`src/hw/rtl/mcfp_pkg.sv`:
```
// types and constants for the motor command frame parser
package mcfp_pkg;

  typedef struct packed {
    logic       operation;
    logic [7:0] data_byte;
  } mcfp_in_t;

  typedef struct packed {
    logic [1:0]         result_kind;
    logic signed [31:0] speed_front_right;
    logic signed [31:0] speed_front_left;
    logic signed [31:0] speed_rear_right;
    logic signed [31:0] speed_rear_left;
  } mcfp_out_t;

  typedef struct packed {
    logic [15:0] timeout_ms;
    logic [7:0]  consecutive_threshold;
  } mcfp_cfg_t;

  typedef enum logic [1:0] {
    FP_SPACE,
    FP_SIGN,
    FP_DIGITS,
    FP_DONE
  } mcfp_phase_t;

  localparam logic OP_BYTE = 1'b0;
  localparam logic OP_TICK = 1'b1;

  localparam logic [1:0] RK_SPEEDS = 2'd0;
  localparam logic [1:0] RK_STOP   = 2'd1;
  localparam logic [1:0] RK_REPORT = 2'd2;

  localparam logic [7:0] CFG_TIMEOUT_MS  = 8'd0;
  localparam logic [7:0] CFG_CONSEC_THR  = 8'd1;
  localparam logic [15:0] TIMEOUT_RESET  = 16'd100;
  localparam logic [7:0]  CONSEC_RESET   = 8'd10;

  localparam logic [7:0] CH_OPEN    = 8'h3C; // '<'
  localparam logic [7:0] CH_CLOSE   = 8'h3E; // '>'
  localparam logic [7:0] CH_REPORT  = 8'h72; // 'r'
  localparam logic [7:0] CH_COMMA   = 8'h2C; // ','
  localparam logic [7:0] CH_NEWLINE = 8'h0A;
  localparam logic [7:0] CH_PLUS    = 8'h2B;
  localparam logic [7:0] CH_MINUS   = 8'h2D;
  localparam logic [7:0] CH_ZERO    = 8'h30;
  localparam logic [7:0] CH_NINE    = 8'h39;
  localparam logic [7:0] CH_SPACE   = 8'h20;
  localparam logic [7:0] CH_TAB     = 8'h09;
  localparam logic [7:0] CH_CR      = 8'h0D;
  localparam logic [7:0] CH_NUL     = 8'h00;

  localparam logic [31:0] MAG_LIMIT = 32'h8000_0000;
  localparam logic [31:0] POS_MAX   = 32'h7FFF_FFFF;
  localparam logic [31:0] DIG_LIMIT = 32'd214748365;
  localparam logic [16:0] MS_MAX    = 17'h1FFFF;
  localparam logic [7:0]  CONSEC_MAX = 8'hFF;

endpackage

```
`src/hw/rtl/mcfp_pipe_reg.sv`:
```
// one-entry valid/ready register stage
module mcfp_pipe_reg #(
  parameter int WIDTH = 9
) (
  input  logic             clk,
  input  logic             rst,
  input  logic             up_valid,
  output logic             up_ready,
  input  logic [WIDTH-1:0] up_data,
  output logic             down_valid,
  input  logic             down_ready,
  output logic [WIDTH-1:0] down_data
);

  logic             full;
  logic [WIDTH-1:0] data;

  // refill in the same cycle the held item drains
  assign up_ready   = !full || down_ready;
  assign down_valid = full;
  assign down_data  = data;

  always_ff @(posedge clk) begin
    if (rst) begin
      full <= 1'b0;
    end else if (up_valid && up_ready) begin
      full <= 1'b1;
    end else if (down_ready) begin
      full <= 1'b0;
    end
  end

  always_ff @(posedge clk) begin
    if (up_valid && up_ready) begin
      data <= up_data;
    end
  end

endmodule

```
`src/hw/rtl/mcfp_cfg_regs.sv`:
```
// configuration registers: watchdog timeout and line threshold
module mcfp_cfg_regs (
  input  logic               clk,
  input  logic               rst,
  input  logic               wr_en,
  input  logic [7:0]         wr_index,
  input  logic [15:0]        wr_data,
  output mcfp_pkg::mcfp_cfg_t cfg
);
  import mcfp_pkg::*;

  logic [15:0] timeout_ms;
  logic [7:0]  consecutive_threshold;

  assign cfg.timeout_ms            = timeout_ms;
  assign cfg.consecutive_threshold = consecutive_threshold;

  always_ff @(posedge clk) begin
    if (rst) begin
      timeout_ms            <= TIMEOUT_RESET;
      consecutive_threshold <= CONSEC_RESET;
    end else if (wr_en) begin
      if (wr_index == CFG_TIMEOUT_MS) begin
        timeout_ms <= wr_data;
      end else if (wr_index == CFG_CONSEC_THR) begin
        consecutive_threshold <= wr_data[7:0];
      end
    end
  end

endmodule

```
`src/hw/rtl/mcfp_parse_core.sv`:
```
// line, frame and field parser with watchdog and line counter
module mcfp_parse_core #(
  parameter int NUM_MOTORS = 4
) (
  input  logic                clk,
  input  logic                rst,
  input  logic                step,
  input  mcfp_pkg::mcfp_in_t  item,
  input  mcfp_pkg::mcfp_cfg_t cfg,
  output logic                emit,
  output mcfp_pkg::mcfp_out_t result
);
  import mcfp_pkg::*;

  localparam int SW = $clog2(NUM_MOTORS + 1);
  localparam logic [SW-1:0] SLOT_END = SW'(NUM_MOTORS);

  logic              in_frame, in_frame_next;
  logic              line_finished, line_finished_next;
  logic              line_had_data, line_had_data_next;
  logic [SW-1:0]     slot_index, slot_index_next;
  logic [31:0]       field_accumulator, field_accumulator_next;
  logic              field_negative, field_negative_next;
  mcfp_phase_t       field_phase, field_phase_next;
  logic [7:0]        consecutive_lines, consecutive_lines_next;
  logic [16:0]       ms_since_command, ms_since_command_next;
  logic [31:0]       speed_slots [NUM_MOTORS];

  logic [7:0]  c;
  logic        is_digit;
  logic        is_space;
  logic [31:0] acc_mul;
  logic [31:0] acc_digit;
  logic [31:0] field_value;
  logic [16:0] ms_inc;
  logic        slot_we;
  logic        slot_clear;
  logic        emit_raw;
  logic [1:0]  kind;
  logic [31:0] speed_out [4];

  assign c        = item.data_byte;
  assign is_digit = (c >= CH_ZERO) && (c <= CH_NINE);
  assign is_space = (c == CH_SPACE) || ((c >= CH_TAB) && (c <= CH_CR));

  // m * 10 + digit, only used while m is below the limit so nothing is lost
  assign acc_mul   = {field_accumulator[28:0], 3'b000} + {field_accumulator[30:0], 1'b0}
                     + {28'd0, c[3:0]};
  assign acc_digit = (field_accumulator >= DIG_LIMIT) ? MAG_LIMIT :
                     ((acc_mul > MAG_LIMIT) ? MAG_LIMIT : acc_mul);

  assign field_value = field_negative ? (32'd0 - field_accumulator) :
                       ((field_accumulator > POS_MAX) ? POS_MAX : field_accumulator);

  assign ms_inc = (ms_since_command < MS_MAX) ? (ms_since_command + 17'd1) : ms_since_command;

  always_comb begin
    in_frame_next          = in_frame;
    line_finished_next     = line_finished;
    line_had_data_next     = line_had_data;
    slot_index_next        = slot_index;
    field_accumulator_next = field_accumulator;
    field_negative_next    = field_negative;
    field_phase_next       = field_phase;
    consecutive_lines_next = consecutive_lines;
    ms_since_command_next  = ms_since_command;
    slot_we                = 1'b0;
    slot_clear             = 1'b0;
    emit_raw               = 1'b0;
    kind                   = RK_SPEEDS;

    if (item.operation == OP_TICK) begin
      ms_since_command_next = ms_inc;
      if (ms_inc > {1'b0, cfg.timeout_ms}) begin
        consecutive_lines_next = 8'd0;
        emit_raw               = 1'b1;
        kind                   = RK_STOP;
      end
    end else if (c == CH_NEWLINE) begin
      if (line_had_data) begin
        ms_since_command_next = 17'd0;
        if (consecutive_lines != CONSEC_MAX) begin
          consecutive_lines_next = consecutive_lines + 8'd1;
        end
      end
      in_frame_next          = 1'b0;
      line_finished_next     = 1'b0;
      line_had_data_next     = 1'b0;
      slot_index_next        = '0;
      field_accumulator_next = 32'd0;
      field_negative_next    = 1'b0;
      field_phase_next       = FP_SPACE;
      slot_clear             = 1'b1;
    end else if (!line_finished) begin
      if (c == CH_OPEN) begin
        in_frame_next = 1'b1;
      end else if (c == CH_CLOSE) begin
        in_frame_next      = 1'b0;
        line_finished_next = 1'b1;
        if (consecutive_lines > cfg.consecutive_threshold) begin
          consecutive_lines_next = cfg.consecutive_threshold;
          emit_raw               = 1'b1;
          kind                   = RK_SPEEDS;
        end
      end else if (in_frame) begin
        if (c == CH_REPORT) begin
          in_frame_next      = 1'b0;
          line_finished_next = 1'b1;
          emit_raw           = 1'b1;
          kind               = RK_REPORT;
        end else if (c == CH_COMMA) begin
          // fields past the last motor are converted and dropped
          if (slot_index < SLOT_END) begin
            slot_we         = 1'b1;
            slot_index_next = slot_index + SW'(1);
          end
          field_accumulator_next = 32'd0;
          field_negative_next    = 1'b0;
          field_phase_next       = FP_SPACE;
        end else begin
          line_had_data_next = 1'b1;
          if (c == CH_NUL) begin
            field_phase_next = FP_DONE;
          end else if (field_phase != FP_DONE) begin
            if (is_digit) begin
              field_phase_next       = FP_DIGITS;
              field_accumulator_next = acc_digit;
            end else if (field_phase == FP_SPACE && is_space) begin
              field_phase_next = FP_SPACE;
            end else if (field_phase == FP_SPACE && (c == CH_PLUS || c == CH_MINUS)) begin
              field_negative_next = (c == CH_MINUS);
              field_phase_next    = FP_SIGN;
            end else begin
              field_phase_next = FP_DONE;
            end
          end
        end
      end
    end
  end

  always_ff @(posedge clk) begin
    if (rst) begin
      in_frame          <= 1'b0;
      line_finished     <= 1'b0;
      line_had_data     <= 1'b0;
      slot_index        <= '0;
      field_accumulator <= 32'd0;
      field_negative    <= 1'b0;
      field_phase       <= FP_SPACE;
      consecutive_lines <= 8'd0;
      ms_since_command  <= 17'd0;
    end else if (step) begin
      in_frame          <= in_frame_next;
      line_finished     <= line_finished_next;
      line_had_data     <= line_had_data_next;
      slot_index        <= slot_index_next;
      field_accumulator <= field_accumulator_next;
      field_negative    <= field_negative_next;
      field_phase       <= field_phase_next;
      consecutive_lines <= consecutive_lines_next;
      ms_since_command  <= ms_since_command_next;
    end
  end

  for (genvar i = 0; i < NUM_MOTORS; i++) begin : g_slot
    always_ff @(posedge clk) begin
      if (rst) begin
        speed_slots[i] <= 32'd0;
      end else if (step) begin
        if (slot_clear) begin
          speed_slots[i] <= 32'd0;
        end else if (slot_we && slot_index == SW'(i)) begin
          speed_slots[i] <= field_value;
        end
      end
    end
  end

  // slots past the motor count read as zero
  for (genvar j = 0; j < 4; j++) begin : g_out
    if (j < NUM_MOTORS) begin : g_used
      assign speed_out[j] = (kind == RK_SPEEDS) ? speed_slots[j] : 32'd0;
    end else begin : g_unused
      assign speed_out[j] = 32'd0;
    end
  end

  assign emit                     = step && emit_raw;
  assign result.result_kind       = kind;
  assign result.speed_front_right = speed_out[0];
  assign result.speed_front_left  = speed_out[1];
  assign result.speed_rear_right  = speed_out[2];
  assign result.speed_rear_left   = speed_out[3];

endmodule

```
`src/hw/rtl/motor_command_frame_parser_top.sv`:
```
// motor command frame parser: serial bytes and ms ticks in, motor commands out
//
// in channel: one item per serial byte (operation 0) or millisecond tick
// (operation 1). out channel: at most one command per item, either the four
// parsed speeds, a stop with zero speeds, or a report request.
// cfg channel: index 0 writes timeout_ms, 1 writes consecutive_threshold;
// cfg_ready is always high and other indexes are dropped.
// an accepted item is held in the input register, parsed once the output
// register can take its command; that command, if any, is registered there.
// throughput: one item per cycle unless the receiver stalls; the parser state
// update is a single multiply-by-ten, add and saturate between the registers.
// a waiting command does not block input while the input register is free,
// and the output register refills in the cycle it is taken.
// when the receiver stalls, the held command stays put and input stops once
// the input register also holds an item.
// reset clears the parser state, the line counter, the watchdog and both
// stage registers, and loads timeout 100 ms and threshold 10.
module motor_command_frame_parser_top #(
  parameter int NUM_MOTORS = 4
) (
  input  logic                clk,
  input  logic                rst,
  input  logic                in_valid,
  output logic                in_ready,
  input  mcfp_pkg::mcfp_in_t  in_data,
  output logic                out_valid,
  input  logic                out_ready,
  output mcfp_pkg::mcfp_out_t out_data,
  input  logic                cfg_valid,
  output logic                cfg_ready,
  input  logic [7:0]          cfg_index,
  input  logic [15:0]         cfg_data
);
  import mcfp_pkg::*;

  localparam int IN_W  = $bits(mcfp_in_t);
  localparam int OUT_W = $bits(mcfp_out_t);

  logic            held_valid;
  logic            held_ready;
  logic [IN_W-1:0] held_bits;
  mcfp_in_t        held_item;
  logic            res_valid;
  logic            res_ready;
  mcfp_out_t       res_item;
  logic [OUT_W-1:0] out_bits;
  mcfp_cfg_t       cfg;
  logic            step;

  assign cfg_ready = 1'b1;
  assign held_item = held_bits;
  assign out_data  = out_bits;

  // an item is parsed only when the output register can take its command
  assign step       = held_valid && res_ready;
  assign held_ready = res_ready;

  mcfp_pipe_reg #(.WIDTH(IN_W)) u_in_stage (
    .clk        (clk),
    .rst        (rst),
    .up_valid   (in_valid),
    .up_ready   (in_ready),
    .up_data    (in_data),
    .down_valid (held_valid),
    .down_ready (held_ready),
    .down_data  (held_bits)
  );

  mcfp_cfg_regs u_cfg (
    .clk      (clk),
    .rst      (rst),
    .wr_en    (cfg_valid && cfg_ready),
    .wr_index (cfg_index),
    .wr_data  (cfg_data),
    .cfg      (cfg)
  );

  mcfp_parse_core #(.NUM_MOTORS(NUM_MOTORS)) u_core (
    .clk    (clk),
    .rst    (rst),
    .step   (step),
    .item   (held_item),
    .cfg    (cfg),
    .emit   (res_valid),
    .result (res_item)
  );

  mcfp_pipe_reg #(.WIDTH(OUT_W)) u_out_stage (
    .clk        (clk),
    .rst        (rst),
    .up_valid   (res_valid),
    .up_ready   (res_ready),
    .up_data    (res_item),
    .down_valid (out_valid),
    .down_ready (out_ready),
    .down_data  (out_bits)
  );

endmodule

```
`config.mk`:
```
export PLATFORM = sky130hd
export DESIGN_NAME = motor_command_frame_parser_top
export DESIGN_NICKNAME = d
export VERILOG_FILES = /design/src/hw/rtl/mcfp_pkg.sv /design/src/hw/rtl/mcfp_pipe_reg.sv /design/src/hw/rtl/mcfp_cfg_regs.sv /design/src/hw/rtl/mcfp_parse_core.sv /design/src/hw/rtl/motor_command_frame_parser_top.sv
export SDC_FILE = /design/constraint.sdc
export NUM_CORES = 1
export LEC_CHECK = 0
export BUFFER_PORTS_ARGS = -buffer_cell sky130_fd_sc_hd__buf_2
export CORE_MARGIN = 2
export CORE_UTILIZATION = 60
export CTS_BUF_LIST = sky130_fd_sc_hd__clkbuf_16
export DETAILED_ROUTE_END_ITERATION = 10
export PLACE_DENSITY = 0.79
export SYNTH_ARGS = -nofsm -noshare
export SYNTH_HDL_FRONTEND = slang
export SYNTH_SLANG_ARGS = --single-unit
export TNS_END_PERCENT = 5
```
`constraint.sdc`:
```
create_clock -name clk -period 12.6 [get_ports clk]
set_clock_uncertainty 0.1 [all_clocks]
set_input_delay 1.26 -clock clk [delete_from_list [all_inputs] [get_ports clk]]
set_output_delay 1.26 -clock clk [all_outputs]
set_load 0.005 [all_outputs]
```
-- Word level (Yosys, flattened, before mapping)
Memory sizes are Yosys's and may differ from the RTL's. A register that Yosys moved wholly into a read port is not among the register bits.
Cells that the tools add are included.
- reduce and logical (&&, ||, !) cells: 51
- add/subtract/negate cells: 6
- multiplexer cells: 142
- bitwise operators: 10
- order comparisons: 11
- eq/ne operators: 27
- operators by type and width (kind ; number):
    $mux 32 ; 22
    $mux 1 ; 80
    $mux 8 ; 9
    $mux 17 ; 4
    $eq 8x6->1 const B ; 6
    $mux 2 ; 19
    $add 32x32->32 ; 1
    $add 32x4->32 ; 1
    $ge 32x28->1 const B ; 1
    $gt 32x31->1 const B ; 1
    $gt 32x32->1 const B ; 1
    $sub 1x32->32 const A ; 1
    $mux 3 ; 8
    $reduce_and 8->1 ; 3
    $add 17x1->17 const B ; 1
    $gt 17x16->1 ; 1
    $lt 17x17->1 const B ; 1
    $logic_not 8->1 ; 2
    $reduce_bool 3->1 ; 5
    $reduce_bool 2->1 ; 7
    $logic_and 1x1->1 ; 12
    $reduce_and 12->1 ; 1
    $ne 2x1->1 const B ; 5
    $reduce_and 10->1 ; 1
    28 further kinds ; 54
- output and inout port bits: 133
- memory bits (writable): 128
- memories kept: 1
- register bits: 103
- input port bits: 38
- memories (memory ; words ; width ; rd ports ; clocked after Yosys merged registers in ; write ports ; RTL line ; RTL):
    u_core.speed_slots ; 4 ; 32 ; 4 ; 4 ; 4 ; mcfp_parse_core.sv:27 ; logic [31:0] speed_slots [NUM_MOTORS];

-- Longest topological paths before layout
Gate-level depths: netlist of the first run.
- depth after elaboration: 17
- gate-level depth with buffers: 18
- depth with buffers taken out: 15

-- Modules after synthesis
From an unflattened synthesis of the first run, not the netlist that was laid out.
- cell total of the unflattened synthesis: 1765
- area total of the unflattened synthesis: 18167.4 um2
- modules (own cells, without submodules) (module ; times used ; cells an instance ; area each (um2)):
    mcfp_parse_core ; 1 ; 1500 ; 12819.8
    mcfp_pipe_reg at u_out_stage ; 1 ; 135 ; 3958.8
    mcfp_cfg_regs ; 1 ; 113 ; 1046.0
    mcfp_pipe_reg at u_in_stage ; 1 ; 14 ; 325.3
    motor_command_frame_parser_top ; 1 ; 3 ; 17.5

-- Worst setup path before layout of the first run
No wires, ideal clock.
- path type: flip-flop to flip-flop
- start: register u_core.ms_since_command[2]
- end: register u_out_stage.data[0], in the netlist u_out_stage.down_data[0] (read register of u_core.speed_slots) (enable)
- data arrival time: 8.942 ns
- slack: 2.896 ns
- cell stages (with the launch flop): 16
- clock period less this slack: 9.704 ns
- library setup time: 0.662 ns
- path through: dfxtp_1 -> clkbuf_1 -> nand4_1 -> nor3_1 -> a211oi_1 -> and3_1 -> nand3_1 -> xnor2_1 -> ha_1 -> nand4_1 -> nor2_1 -> nand4_1 -> o21ai_0 -> o21ai_1 -> nand2_1 -> a21oi_1
- word-level cells in the longest chain between the ends: 7
- ends and longest elaborated chain (item ; RTL line ; RTL):
    from (decl) ; mcfp_parse_core.sv:26 ; logic [16:0] ms_since_command, ms_since_command_next;
    from (signal assigned) ; mcfp_parse_core.sv:162 ; ms_since_command <= ms_since_command_next;
    $add 17x1->17 / $lt 17x17->1 (equally long branches) ; mcfp_parse_core.sv:55 ; assign ms_inc = (ms_since_command < MS_MAX) ? (ms_since_command + 17'd1) : ms_since_command;
    $mux 17 * ; mcfp_parse_core.sv:55 ;
    $gt 17x16->1 * ; mcfp_parse_core.sv:74 ; if (ms_inc > {1'b0, cfg.timeout_ms}) begin
    $mux 1 ; mcfp_parse_core.sv:74 ;
    $mux 2 / $mux 1 (equally long branches) ; mcfp_parse_core.sv:72 ; if (item.operation == OP_TICK) begin
    $logic_not 2->1 / $logic_and 1x1->1 (equally long branches) ; mcfp_parse_core.sv:183, mcfp_parse_core.sv:189 ;
    $logic_not 1->1 (no line) / $logic_and 1x1->1 (equally long branches) ; - ;
    to (decl) ; mcfp_pipe_reg.sv:16 ; logic [WIDTH-1:0] data;
Every way passes the cells marked *; elsewhere a longest branch is shown, timed or not.
A chain may end at the register's enable or synchronous reset.

-- Final worst setup path of the first run
- start: register u_core.ms_since_command[2]
- end: register u_out_stage.data[129], in the netlist u_out_stage.down_data[129] (enable)
- word-level cells in the longest chain between the ends: 7
- ends and longest elaborated chain (item ; RTL line ; RTL):
    $add 17x1->17 / $lt 17x17->1 (equally long branches) ; mcfp_parse_core.sv:55 ;
    $mux 17 * ; mcfp_parse_core.sv:55 ;
    $gt 17x16->1 * ; mcfp_parse_core.sv:74 ;
    $mux 1 * ; mcfp_parse_core.sv:74 ;
    $mux 1 * ; mcfp_parse_core.sv:72 ;
    $logic_and 1x1->1 * ; mcfp_parse_core.sv:189 ; assign emit = step && emit_raw;
    $logic_and 1x1->1 * ; mcfp_pipe_reg.sv:34 ; if (up_valid && up_ready) begin
    to (signal assigned) ; mcfp_pipe_reg.sv:35 ; data <= up_data;
Marked as above.

==> flow_metrics.py, run 1 <==
metrics = {
    "worst_setup_path": {
        "startpoint": "u_core.ms_since_command[2]",
        "worstPathRequired_ns": 12.65,
        "timing.critical_path.fanout_max": 82,
        "path_class": "reg2reg",
        "worstReg2RegStart": "u_core.ms_since_command[2]",
        "regToRegSetupSlack_ns": 6.95,
        "critical_path_end_type": "flop",
        "worst-endpoint-arrival_ns": 5.69,
        "critical_path.startpoint_type": "flop",
    },
    "yosys": {
        "syn_nets": 1688,
        "async_reset_ff_share_pct": 0,
        "synth_ff_type": "sky130_fd_sc_hd__edfxtp_1",
        "synth_cell_type_count": 76,
        "post_synth_inst_count": 1556,
        "yosysTopAreaCell": "sky130_fd_sc_hd__edfxtp_1",
        "yosys.area.top_type_share_pct": 46.3,
        "yosysWarningCount": 0,
        "number_of_synthesized_flops_with_an_enable_pin": 267,
        "seq_area_frac_synth_pct": 56.9,
        "yosys_register_bits": 359,
        "synth_area_per_cell_um2": 11.1,
        "synth.top_cells.by_area": "sky130_fd_sc_hd__edfxtp_1 (46%), sky130_fd_sc_hd__dfxtp_1 (11%), sky130_fd_sc_hd__ha_1 (6.6%), sky130_fd_sc_hd__nor2_1 (4.8%), sky130_fd_sc_hd__and2_1 (4.7%)",
        "synth_common_cells": "sky130_fd_sc_hd__edfxtp_1 (267), sky130_fd_sc_hd__nor2_1 (220), sky130_fd_sc_hd__and2_1 (131), sky130_fd_sc_hd__dfxtp_1 (92), sky130_fd_sc_hd__ha_1 (92)",
        "synth_area_um2": 17300,
        "top_count_cell_post_synth": "sky130_fd_sc_hd__edfxtp_1",
    },
    "global_route": {
        "grt_antenna_before_repair": 0,
        "maximum_number_of_pins_on_one_net_before_global_route_repair": 129,
        "grt.total_usage_pct": 25.5,
        "grt_pass1_vias": 11700,
        "grt-ovfl-total": 0,
        "grt_first_pass_wirelength_mm": 62.1,
    },
    "floorplanning": {
        "ioPinCount": 171,
        "die_width_um": 174,
        "placement_rows": 62,
        "core_area_um2": 28500,
        "starting_density_pct": 60.7,
        "die_area_um2": 30200,
        "die_height_um": 174,
    },
    "placed_design": {
        "detailed_placement_hpwl_mm": 26.5,
        "port-buffer-count": 169,
        "finalWeightedCongestion": 0.909,
        "placed_cells_incl_taps": 2042,
    },
    "pwr": {
        "power_density_nw_per_um2": 124,
        "power.leakage_uw": 0.00755,
        "peakVddDrop_mv": 0.115,
    },
    "route": {
        "dr.pass1.iters": 5,
        "first_iter_violations": 1054,
        "route.detailed.drc": 0,
        "num_vias": 12400,
        "wl_per_cell_um": 18.3,
        "route.detailed.vias_per_inst": 5.86,
        "antenna_violating_nets_post_route": 0,
        "routed_wirelength_mm": 38.6,
    },
    "timing": {
        "final_max_slew_viol_count": 0,
        "hold_violations": 0,
        "finalSetupViolations": 0,
        "totalNegativeSetupSlack_ns": 0,
        "timing.max_slew.rel_slack_pct": 18.2,
        "max_clock_freq_mhz": 177,
        "fin_crit_ns": 5.65,
        "worst_pin_slew_ns": 1.22,
        "layout_worst_path_cycle_share_pct": 44.8,
        "grt_setup_unrepaired": "false",
    },
    "cts": {
        "postCtsHoldBufs": 0,
        "tritoncts": "done",
        "cts_max_level": 2,
        "clock_tree.root_cell": "sky130_fd_sc_hd__clkbuf_16",
        "post_cts.repair.setup_buffers": 0,
        "cts.sink_count": 359,
        "postCtsResizedCells": 0,
        "clk-insertion-delay-late_ns": 0.54,
        "cts_made_buffers": 37,
        "clockBufferDepth": 3,
        "clk_pin_slew_ns": 0.06,
    },
    "layout": {
        "drive_gt1_share_pct": 16.0,
        "num-nets-final": 1829,
        "n_antenna_cell": 0,
        "filler_cell_count": 2110,
        "stdcell_count": 2106,
        "area.growth.synth_to_final_pct": 13.5,
    },
    "run_status": {
        "run_status": "finished, final reports clean",
    },
    "flow_run": {
        "cap_viol_max_count": 0,
    },
    "min_path": {
        "holdCritStartpoint": "u_core.field_phase[1]",
        "timing.hold.worst.class": "reg2reg",
    },
}
==> cells by family (layout without fill, tap and decap cells) <==
| logic type | Yosys count | count (layout) | share of synthesized area [%] |
|---|---|---|---|
| adders and majority gates | 94 | 94 | 6.88 |
| other | 1 | 1 | 0.0216 |
| and+or+nand+nor | 609 | 609 | 17.6 |
| DFF | 359 | 359 | 56.9 |
| buffers and inverters | 134 | 300 | 3.13 |
| AOI/OAI and AO/OA | 281 | 281 | 11.2 |
| xor gates and xnor gates | 40 | 40 | 2.02 |
| muxes | 38 | 38 | 2.28 |
==> cells in the final DEF (no fill, tap or decap), types with 9 or more instances in the layout <==
master	count
sky130_fd_sc_hd__a211oi_1	14
sky130_fd_sc_hd__a21o_1	25
sky130_fd_sc_hd__a21oi_1	62
sky130_fd_sc_hd__a22o_1	28
sky130_fd_sc_hd__and2_1	131
sky130_fd_sc_hd__and3_1	9
sky130_fd_sc_hd__buf_2	169
sky130_fd_sc_hd__buf_4	16
sky130_fd_sc_hd__clkbuf_16	37
sky130_fd_sc_hd__dfxtp_1	92
sky130_fd_sc_hd__edfxtp_1	267
sky130_fd_sc_hd__ha_1	92
sky130_fd_sc_hd__inv_1	56
sky130_fd_sc_hd__mux2_2	12
sky130_fd_sc_hd__mux2i_1	26
sky130_fd_sc_hd__nand2_1	79
sky130_fd_sc_hd__nand2b_1	12
sky130_fd_sc_hd__nand3_1	32
sky130_fd_sc_hd__nand4_1	29
sky130_fd_sc_hd__nor2_1	219
sky130_fd_sc_hd__nor3_1	38
sky130_fd_sc_hd__o211ai_1	10
sky130_fd_sc_hd__o21a_1	10
sky130_fd_sc_hd__o21ai_0	52
sky130_fd_sc_hd__o311ai_0	9
sky130_fd_sc_hd__or3_1	11
sky130_fd_sc_hd__xnor2_1	24
sky130_fd_sc_hd__xor2_1	16
==> critical path: stages, from the launching register on <==
cell and delay (ns):
sky130_fd_sc_hd__dfxtp_1 0.45, sky130_fd_sc_hd__nand4_1 0.26, sky130_fd_sc_hd__nor3_1 0.65, sky130_fd_sc_hd__a211oi_1 0.35, sky130_fd_sc_hd__xor2_1 0.23, sky130_fd_sc_hd__ha_1 0.36, sky130_fd_sc_hd__nand4_1 0.14, sky130_fd_sc_hd__nor3_1 0.20
sky130_fd_sc_hd__nor2_1 0.06, sky130_fd_sc_hd__o211ai_1 0.18, sky130_fd_sc_hd__a211oi_1 0.16, sky130_fd_sc_hd__o21ai_1 0.29, sky130_fd_sc_hd__nand2_1 0.18, sky130_fd_sc_hd__a21oi_4 0.14, sky130_fd_sc_hd__buf_4 0.52, sky130_fd_sc_hd__buf_4 0.86
==> registers in the layout (all words and copies together) (netlist names) <==
| register | flops |
|---|---|
| u_out_stage.down_data | 130 |
| u_core.speed_slots | 128 |
| u_core.field_accumulator | 32 |
| u_core.ms_since_command | 17 |
| u_cfg.timeout_ms | 16 |
| u_in_stage.down_data | 9 |
| u_cfg.consecutive_threshold | 8 |
| u_core.consecutive_lines | 8 |
| u_core.slot_index | 3 |
| u_core.field_phase | 2 |
| u_core.field_negative | 1 |
| u_core.in_frame | 1 |
| u_core.line_finished | 1 |
| u_core.line_had_data | 1 |
| u_in_stage.down_valid | 1 |
| u_out_stage.down_valid | 1 |
==> layout make-up <==
type	instances	area [µm²]	area share [%]
Timing Repair Buffer	185	966	4.91
Clock inverter	27	278	1.41
Inverter	51	191	0.974
Multi-Input combinational cell	1063	6960	35.4
Tap cell	384	480	2.44
Clock buffer	37	926	4.71
Sequential cell	359	9860	50.1
==> final timing paths <==
path / to / depth (start not counted)
setup reg to reg: u_out_stage.down_data[129] / 15
hold / removal: u_core.field_phase[1] / 2
setup / recovery: u_out_stage.down_data[129] / 15
hold reg to reg: u_core.field_phase[1] / 2
==> power breakdown <==
part / switching, µW / internal [µW] / total (µW)
Clock: 454 / 624 / 1080
Sequential: 9.40 / 1290 / 1300
Combinational: 35.2 / 20.7 / 56.0
==> stage by stage <==
stage / setup WS [ns] / cell area (µm²) / hold slack, ns / utilization [%] / power, µW
2_1_floorplan: 2.90 / 17300 / 0.345 / - / 1350
3_3_place_gp: 7.23 / 18500 / 0.357 / 64.7 / 1370
3_5_place_dp: 7.08 / 18500 / 0.365 / 64.7 / 1380
4_1_cts: 7.03 / 19700 / 0.373 / 68.9 / 2440
5_1_grt: 6.52 / 19700 / 0.406 / 68.9 / 2500
6_report: 6.95 / 19700 / 0.374 / 68.9 / 2430
==> metal layers <==
metal,global-route usage (%),vias up,wire (µm)
met5,0,-,0
met4,7.63,0,846
met3,3.26,69,2360
met2,40.0,464,17800
met1,37.6,5885,17600
li1,-,5932,-
Note: power is estimated with default switching activity, not from simulation.
==> inputs of run 2 (changes only) <==
==> constraint.sdc (replaced) <==
create_clock -name clk -period 5.5 [get_ports clk]
set_clock_uncertainty 0.1 [all_clocks]
set_input_delay 0.55 -clock clk [delete_from_list [all_inputs] [get_ports clk]]
set_output_delay 0.55 -clock clk [all_outputs]
set_load 0.005 [all_outputs]
==> run 2 against run 1 <==
Effect of this change: clock-buffer cell count is 2 higher; cell count rose by 0.62%; setup slack worse by 6.3 ns.
==> flow_metrics.py, run 2 (same netlist as run 1, synthesis figures left out) <==
metrics = {
    "timing": {
        "layout_worst_path_cycle_share_pct": 87.6,
        "hold_violations": 0,
        "totalNegativeSetupSlack_ns": 0,
        "worst_pin_slew_ns": 1.10,
        "grt_setup_unrepaired": "false",
        "final_max_slew_viol_count": 0,
        "finalSetupViolations": 0,
        "fin_crit_ns": 4.82,
        "max_clock_freq_mhz": 208,
        "timing.max_slew.rel_slack_pct": 26.6,
    },
    "pwr": {
        "seq_power_share_pct": 52.4,
        "total_power_uw": 5680,
        "power.internal_uw": 4530,
        "power.leakage_uw": 0.00765,
        "netSwitchingPower_uw": 1150,
        "comb_power_share_pct": 2.3,
        "power_density_nw_per_um2": 286,
        "power_frac_clock_pct": 45.3,
        "switching_share_pct": 20.2,
        "peakVddDrop_mv": 0.239,
    },
    "flow_run": {
        "cap_viol_max_count": 0,
    },
    "cts": {
        "clk_pin_slew_ns": 0.06,
        "cts_max_level": 2,
        "post_cts.repair.setup_buffers": 0,
        "clock_tree.root_cell": "sky130_fd_sc_hd__clkbuf_16",
        "cts_made_buffers": 37,
        "postCtsResizedCells": 0,
        "clockBufferDepth": 3,
        "clk-insertion-delay-late_ns": 0.53,
        "cts.sink_count": 359,
        "tritoncts": "done",
        "postCtsHoldBufs": 0,
    },
    "global_route": {
        "grt.total_usage_pct": 25.3,
        "grt-ovfl-total": 0,
        "grt_pass1_vias": 11800,
        "maximum_number_of_pins_on_one_net_before_global_route_repair": 74,
        "grt_first_pass_wirelength_mm": 61.8,
        "grt_antenna_before_repair": 0,
    },
    "route": {
        "dr.pass1.iters": 6,
        "routed_wirelength_mm": 38.6,
        "wl_per_cell_um": 18.2,
        "first_iter_violations": 1092,
        "route.detailed.drc": 0,
        "route.detailed.vias_per_inst": 5.96,
        "antenna_violating_nets_post_route": 0,
        "num_vias": 12600,
    },
    "placed_design": {
        "detailed_placement_hpwl_mm": 26.4,
        "port-buffer-count": 169,
        "finalWeightedCongestion": 0.902,
    },
    "floorplanning": {
        "ioPinCount": 171,
        "die_area_um2": 30200,
        "die_width_um": 174,
        "die_height_um": 174,
        "placement_rows": 62,
        "starting_density_pct": 60.7,
        "core_area_um2": 28500,
    },
    "worst_setup_path": {
        "cpMaxStageDelayCell": "sky130_fd_sc_hd__nor3_1",
        "cp_top_family": "simple AND/OR/NAND/NOR gates",
        "crit_path_cell_trace": "nand4_1 > nor3_1 > a211oi_1 > xor2_1 > ha_1 > nand4_1 > nor3_1 > nor2_1 > o211ai_1 > a211oi_1 > o21ai_1 > nand2_1 > a21oi_4 > buf_12",
        "critical_path_end_type": "flop",
        "worstPathRequired_ns": 5.58,
        "worst-path-buf-inv": 1,
        "max_stage_delay_ns": 0.62,
        "timing.critical_path.fanout_max": 73,
        "critical_path.startpoint_type": "flop",
        "worst-endpoint-arrival_ns": 4.90,
        "path_class": "reg2reg",
    },
    "layout": {
        "area.growth.synth_to_final_pct": 14.6,
        "largest_register_ffs": 130,
        "final_common_cell": "sky130_fd_sc_hd__edfxtp_1",
        "num-nets-final": 1838,
        "drive_gt1_share_pct": 16.8,
        "layout_common_cells": "sky130_fd_sc_hd__edfxtp_1 (267), sky130_fd_sc_hd__nor2_1 (219), sky130_fd_sc_hd__buf_2 (169)",
        "n_antenna_cell": 0,
    },
    "min_path": {
        "timing.hold.worst.class": "in2reg",
    },
    "run_status": {
        "run_status": "finished, final reports clean",
    },
}
## run 2: cell count changes in the layout (fill, tap and decap cells not counted), moves of 2 or more
cell and delta:
sky130_fd_sc_hd__inv_1 -3, sky130_fd_sc_hd__buf_4 +5, sky130_fd_sc_hd__buf_12 +4, sky130_fd_sc_hd__clkbuf_16 +2
sky130_fd_sc_hd__clkinv_2 +6
## run 2: per-stage QoR
| stage | hold WS, ns | cell area [µm²] | util [%] | cells | setup WS [ns] |
|---|---|---|---|---|---|
| 3_5_place_dp | 0.367 | 18600 | 65.1 | 2051 | 0.900 |
| 4_1_cts | 0.0869 | 19900 | 69.5 | 2119 | 0.847 |
| 5_1_grt | 0.0890 | 19900 | 69.5 | 2119 | 0.326 |
| 6_report | 0.0974 | 19900 | 69.5 | 2119 | 0.683 |
| 3_3_place_gp | 0.365 | 18600 | 65.1 | 2051 | 1.02 |
| 2_1_floorplan | 0.345 | 17300 | - | 1556 | 0.0338 |
## run 2: power groups by stage
stage / logic [µW] / registers, µW / clock network, µW
floorplan: 83.7 / 3020 / 0
global placement: 125 / 3030 / 0
detailed placement: 130 / 3030 / 0
CTS: 131 / 2970 / 2600
global route: 144 / 2980 / 2710
finish: 131 / 2970 / 2580
## run 2: path summary, 6_finish.rpt
path	slack, ns	to	start	cells after the start
worst max register to register	0.68	u_out_stage.down_data[58]	u_core.ms_since_command[2]	14
worst min-delay path	0.1	u_in_stage.down_data[8]	in_data[8]	1
worst min register to register	0.37	u_core.field_phase[1]	u_core.field_phase[1]	2
worst max-delay path	0.68	u_out_stage.down_data[58]	u_core.ms_since_command[2]	14
## run 2: layout make-up
| type | instances | area [µm²] |
|---|---|---|
| repair buffers | 194 | 1080 |
| fillers | 2075 | 8690 |
| clock inverters | 29 | 290 |
| inverters | 51 | 191 |
| multi-input cells | 1063 | 6970 |
| flip-flops and latches | 359 | 9860 |
| well taps | 384 | 480 |
| clock buffers | 39 | 976 |
## run 2: routing by layer
layer  track usage (%)  part of all wire (%)
met1              36.6                    44
met2              40.1                    45
met3              3.78                   8.1
met4              7.49                   2.6
met5                 0                     0
## run 2: worst reg2reg max path, cell delays in order (launching register included)
cell and delay [ns]:
sky130_fd_sc_hd__dfxtp_1 0.45, sky130_fd_sc_hd__nand4_1 0.22, sky130_fd_sc_hd__nor3_1 0.62, sky130_fd_sc_hd__a211oi_1 0.31, sky130_fd_sc_hd__xor2_1 0.23, sky130_fd_sc_hd__ha_1 0.35
sky130_fd_sc_hd__nand4_1 0.16, sky130_fd_sc_hd__nor3_1 0.24, sky130_fd_sc_hd__nor2_1 0.06, sky130_fd_sc_hd__o211ai_1 0.10, sky130_fd_sc_hd__a211oi_1 0.12, sky130_fd_sc_hd__o21ai_1 0.37
sky130_fd_sc_hd__nand2_1 0.27, sky130_fd_sc_hd__a21oi_4 0.44, sky130_fd_sc_hd__buf_12 0.38
